[config.mk]
export PLATFORM = sky130hd
export DESIGN_NAME = scsa_ctrl
export DESIGN_NICKNAME = d
export VERILOG_FILES = /design/src/design/scsa_pkg.sv /design/src/design/scsa_ctrl.sv
export SDC_FILE = /design/constraint.sdc
export NUM_CORES = 1
export LEC_CHECK = 0
export BUFFER_PORTS_ARGS = -buffer_cell sky130_fd_sc_hd__buf_2
export CAP_MARGIN = 20
export CELL_PAD_IN_SITES_DETAIL_PLACEMENT = 1
export CELL_PAD_IN_SITES_GLOBAL_PLACEMENT = 2
export CORE_MARGIN = 3
export CORE_UTILIZATION = 23
export CTS_CLUSTER_SIZE = 20
export DETAILED_ROUTE_END_ITERATION = 7
export GPL_TIMING_DRIVEN = 1
export PLACE_DENSITY = 0.82
export SETUP_SLACK_MARGIN = 0.5
export SLEW_MARGIN = 20
export SYNTH_ARGS = -nofsm -noshare
export SYNTH_HDL_FRONTEND = slang
export SYNTH_SLANG_ARGS = --single-unit
[constraint.sdc]
create_clock -name clk -period 1.5 [get_ports clk]
set_input_delay 0.15 -clock clk [delete_from_list [all_inputs] [get_ports clk]]
set_output_delay 0.15 -clock clk [all_outputs]
set_load 0.01 [all_outputs]
[src/design/scsa_pkg.sv]
`timescale 1ns / 1ps

package scsa_pkg;

    localparam int PAGE_BYTES   = 4096;
    localparam int HEADER_BYTES = 40;
    localparam int MIN_SHIFT    = 3;
    localparam int NUM_CLASSES  = 9;

    localparam int SIZE_W    = 16;
    localparam int OFF_W     = 12;
    localparam int CLS_W     = 4;
    localparam int LINK_W    = 10;
    localparam int MAX_SLOTS = PAGE_BYTES >> MIN_SHIFT;
    localparam int SLOT_W    = $clog2(MAX_SLOTS);
    localparam int MEM_DEPTH = NUM_CLASSES * MAX_SLOTS;
    localparam int MEM_AW    = CLS_W + SLOT_W;

    typedef enum logic [2:0] {
        ST_OK        = 3'd0,
        ST_EXHAUSTED = 3'd1,
        ST_TOO_LARGE = 3'd2,
        ST_BAD_ADDR  = 3'd3,
        ST_IGNORED   = 3'd4
    } status_t;

    typedef struct packed {
        logic              command;
        logic [SIZE_W-1:0] request_size;
        logic              address_present;
        logic [OFF_W-1:0]  address_offset;
    } req_t;

    typedef struct packed {
        status_t          status;
        logic [CLS_W-1:0] size_class;
        logic [OFF_W-1:0] result_offset;
    } rsp_t;

    typedef struct packed {
        logic load_req;
        logic eval;
        logic build_step;
        logic read_done;
        logic deliver;
    } ctl_cmd_t;

    typedef struct packed {
        logic need_build;
        logic need_read;
        logic build_last;
        logic out_free;
    } ctl_status_t;

    // Smallest class whose object size covers the request; NUM_CLASSES if none does.
    function automatic logic [CLS_W-1:0] pick_class(input logic [SIZE_W-1:0] size);
        logic [CLS_W-1:0] k;
        k = CLS_W'(NUM_CLASSES);
        for (int j = NUM_CLASSES - 1; j >= 0; j--) begin
            if ({1'b0, size} <= ((SIZE_W + 1)'(1) << (j + MIN_SHIFT))) begin
                k = CLS_W'(j);
            end
        end
        return k;
    endfunction

    function automatic logic [LINK_W-1:0] slot_count(input logic [CLS_W-1:0] k);
        return LINK_W'((PAGE_BYTES - HEADER_BYTES) >> (int'(k) + MIN_SHIFT));
    endfunction

endpackage

[src/design/scsa_ctrl.sv]
`timescale 1ns / 1ps

module scsa_ctrl (
    input  logic                  clk,
    input  logic                  rst_n,
    input  logic                  req_valid,
    input  scsa_pkg::ctl_status_t st,
    output scsa_pkg::ctl_cmd_t    cmd,
    output logic                  req_stall
);
    import scsa_pkg::*;

    typedef enum logic [4:0] {
        S_IDLE  = 5'b00001,
        S_EVAL  = 5'b00010,
        S_BUILD = 5'b00100,
        S_READ  = 5'b01000,
        S_DONE  = 5'b10000
    } state_t;

    state_t state_reg;
    state_t state_next;

    always_ff @(posedge clk or negedge rst_n) begin
        if (!rst_n) begin
            state_reg <= S_IDLE;
        end else begin
            state_reg <= state_next;
        end
    end

    always_comb begin
        state_next = state_reg;
        cmd        = '0;
        unique case (state_reg)
            S_IDLE: begin
                cmd.load_req = req_valid;
                if (req_valid) begin
                    state_next = S_EVAL;
                end
            end
            S_EVAL: begin
                cmd.eval = 1'b1;
                if (st.need_build) begin
                    state_next = S_BUILD;
                end else if (st.need_read) begin
                    state_next = S_READ;
                end else begin
                    state_next = S_DONE;
                end
            end
            S_BUILD: begin
                cmd.build_step = 1'b1;
                // Once the chain is complete the request is decided afresh.
                if (st.build_last) begin
                    state_next = S_EVAL;
                end
            end
            S_READ: begin
                cmd.read_done = 1'b1;
                state_next    = S_DONE;
            end
            S_DONE: begin
                cmd.deliver = st.out_free;
                if (st.out_free) begin
                    state_next = S_IDLE;
                end
            end
            default: begin
                state_next = S_IDLE;
            end
        endcase
    end

    assign req_stall = (state_reg != S_IDLE);

    a_build_returns_to_eval: assert property (@(posedge clk) disable iff (!rst_n)
        (state_reg == S_BUILD && st.build_last) |=> (state_reg == S_EVAL))
        else $error("chain build did not hand back to evaluation");

endmodule

==> results.py <==
metrics = {
    "outcome": {
        "outcome": "finished, violations left",
        "violations": "negative setup slack",
    },
    "logic_synthesis": {
        "synth_top_flop_cell": "dfrtp_1",
        "syn_nets": 47,
        "synth-edff-count": 0,
        "yosysSeqAreaShare_pct": 39.8,
        "async_reset_ff_share_pct": 100,
        "ys_ff_latch": 5,
        "synth_cell_types": 23,
        "avgSynthCellArea_um2": 7.95,
        "netlist_instances": 40,
        "synth_area_um2": 318,
        "ys.warnings.count": 0,
    },
    "final_layout": {
        "postLayoutCellArea_um2": 669,
        "num-fill-cells": 152,
        "largest_reg_flops": 5,
        "fin_nets": 79,
        "multi_input_area_um2": 262,
        "seq_area_um2": 128,
        "drive_gt1_share_pct": 66.2,
        "diodes": 0,
        "area_delta_synth_final_pct": 111,
    },
    "floorplanning": {
        "ioPinCount": 13,
        "start_util_pct": 26.5,
        "die_area_um2": 1860,
        "dieHeight_um": 43.2,
        "core_area_um2": 1200,
        "rows": 12,
        "die_x_um": 43.2,
    },
    "timing": {
        "setup_viol": 3,
        "drv_slew": 0,
        "slew-limit-headroom_pct": 80.5,
        "grt_setup_unrepaired": "true",
        "finalHoldViolCount": 0,
        "period_minus_slack_ns": 1.63,
        "fmax_mhz": 614,
        "period_share_pct": 109,
        "finClkSkew_ns": 0.00409,
        "tightest_slew_ns": 0.291,
        "worst_slack_ns": -0.129,
        "fin_setup_tns_ns": -0.283,
        "timing.hold.ws_ns": 0.184,
    },
    "route": {
        "firstDrtPassIters": 3,
        "antenna_left": 0,
        "drt_first_iter_violations": 4,
        "vias": 414,
        "vias_per_cell": 4.87,
        "wl_per_cell_um": 15.4,
        "drt_wl_total_um": 1310,
        "drc": 0,
    },
    "clock_network": {
        "cts_sinks": 5,
        "insertion_delay_ns": 0.25,
        "cts_buffers": 3,
        "htreeDepth": 1,
        "cts_tree": "done",
        "cts_root_buffer": "clkbuf_4",
        "clock_path_buffers": 2,
        "clk_pin_slew_ns": 0.05,
    },
    "global_route": {
        "gr-total-overflow": 0,
        "grtUsageTotal_pct": 13.9,
        "grt_start_max_net_pins": 10,
        "grt_pass1_wl_um": 1860,
        "grt_antenna_before_repair": 0,
        "grt_pass1_vias": 432,
    },
    "setup_path": {
        "reg2reg_slack_ns": 0.09,
        "cpMaxStageDelayCell": "or3_4",
        "worstPathMaxFanout": 4,
        "crit_type": "flip-flop to primary output",
        "required_ns": 1.35,
        "crit_path_end_kind": "primary output",
        "crit_path_start_kind": "flip-flop",
        "crit_chain": "or3_4 > or3_1 > buf_2",
        "cpPeakStageDelay_ns": 0.41,
        "arrival_ns": 1.48,
    },
    "pwr": {
        "p_per_area_nw_per_um2": 1500,
        "fin_total_pwr_uw": 1000,
        "vdd_ir_drop_max_mv": 0.880,
        "leakagePower_uw": 0.000335,
    },
    "placed_design": {
        "portBuffers": 12,
        "dp_hpwl_um": 742,
        "placed_area_um2": 432,
        "globalplace.congestion": 0.784,
    },
    "flow_run": {
        "drv_cap": 0,
    },
    "worst_hold_path": {
        "hp-class": "primary input to flip-flop",
    },
}
[per-stage QoR]
step	cells	util (%)	setup WS, ns
2_1_floorplan	40	-	0.147
3_3_place_gp	70	35.9	0.113
3_5_place_dp	70	35.9	0.116
4_1_cts	79	46.9	-0.123
5_1_grt	85	55.7	-0.163
6_report	85	55.7	-0.129
[worst max-delay path: cells and delay by family, from the launching register on]
family | cells | cell delay (ns)
simple gates | 2 | 0.71
buf+inv | 1 | 0.14
flops | 1 | 0.37
[cells by family (layout without fill, tap and decap cells)]
group / count (synthesis) / count (layout) / share of synthesized area, %
simple gates: 25 / 25 / 43.7
compound gates: 6 / 6 / 11.8
flops: 5 / 5 / 39.8
buf+inv: 4 / 35 / 4.72
[power breakdown]
part           switching [µW]  internal (µW)
Clock                    62.4            101
Combinational             285            342
Sequential               35.1            177
Total                     383            620
[worst paths after layout]
check | from | end | cells after the start
setup / recovery | state_reg[4] | req_stall | 3
setup reg to reg | state_reg[4] | state_reg[0] | 4
hold reg to reg | state_reg[3] | state_reg[1] | 3
hold / removal | st[3] | state_reg[2] | 3
max in group asynchronous | rst_n | state_reg[0] | 2
min in group asynchronous | rst_n | state_reg[4] | 2
[Yosys cell counts, types with 2 or more instances]
library cell,n,area [µm²]
nand2_1,4,15.0
inv_1,3,11.3
dfrtp_1,4,100
nor3_1,3,15.0
nor2_1,6,22.5
or3_1,2,12.5
nor4b_1,2,17.5
[timing repair]
action	4_1_cts	5_1_grt
pin swaps	6	6
cloned	0	0
endpoints found under the hold margin	5	0
hold buffers	1	0
endpoints found under the setup margin	11	11
setup buffers	4	6
gates resized for setup	14	17
[placed cells by master (no fill, tap or decap), drive strengths merged]
master / n
buf: 27
or3: 3
nand3: 1
a2111oi: 1
nand2b: 1
and3: 1
dfrtp: 4
and2: 1
o21ai: 2
dlygate4sd3: 1
inv: 3
nor3: 3
or2: 1
nand2: 4
nor2b: 1
dfstp: 1
clkbuf: 4
a31oi: 1
o21a: 1
a21oi: 1
and4: 1
nor4b: 2
nor2: 6
[routing by layer]
layer	track usage, %	up-vias	wire (µm)
met2	23.0	12	679
met4	12.0	0	32
li1	-	201	-
met1	14.8	197	541
met5	0	-	0
met3	2.54	4	57
[area by class of cell]
class / instances / share of cell area (%)
sequential: 5 / 19.1
multi-input combinational: 31 / 39.1
tap: 14 / 2.62
inverter: 3 / 1.68
clock buffer: 4 / 3.93
timing repair buffer: 28 / 33.6
Note: power is estimated with default switching activity, not from simulation.
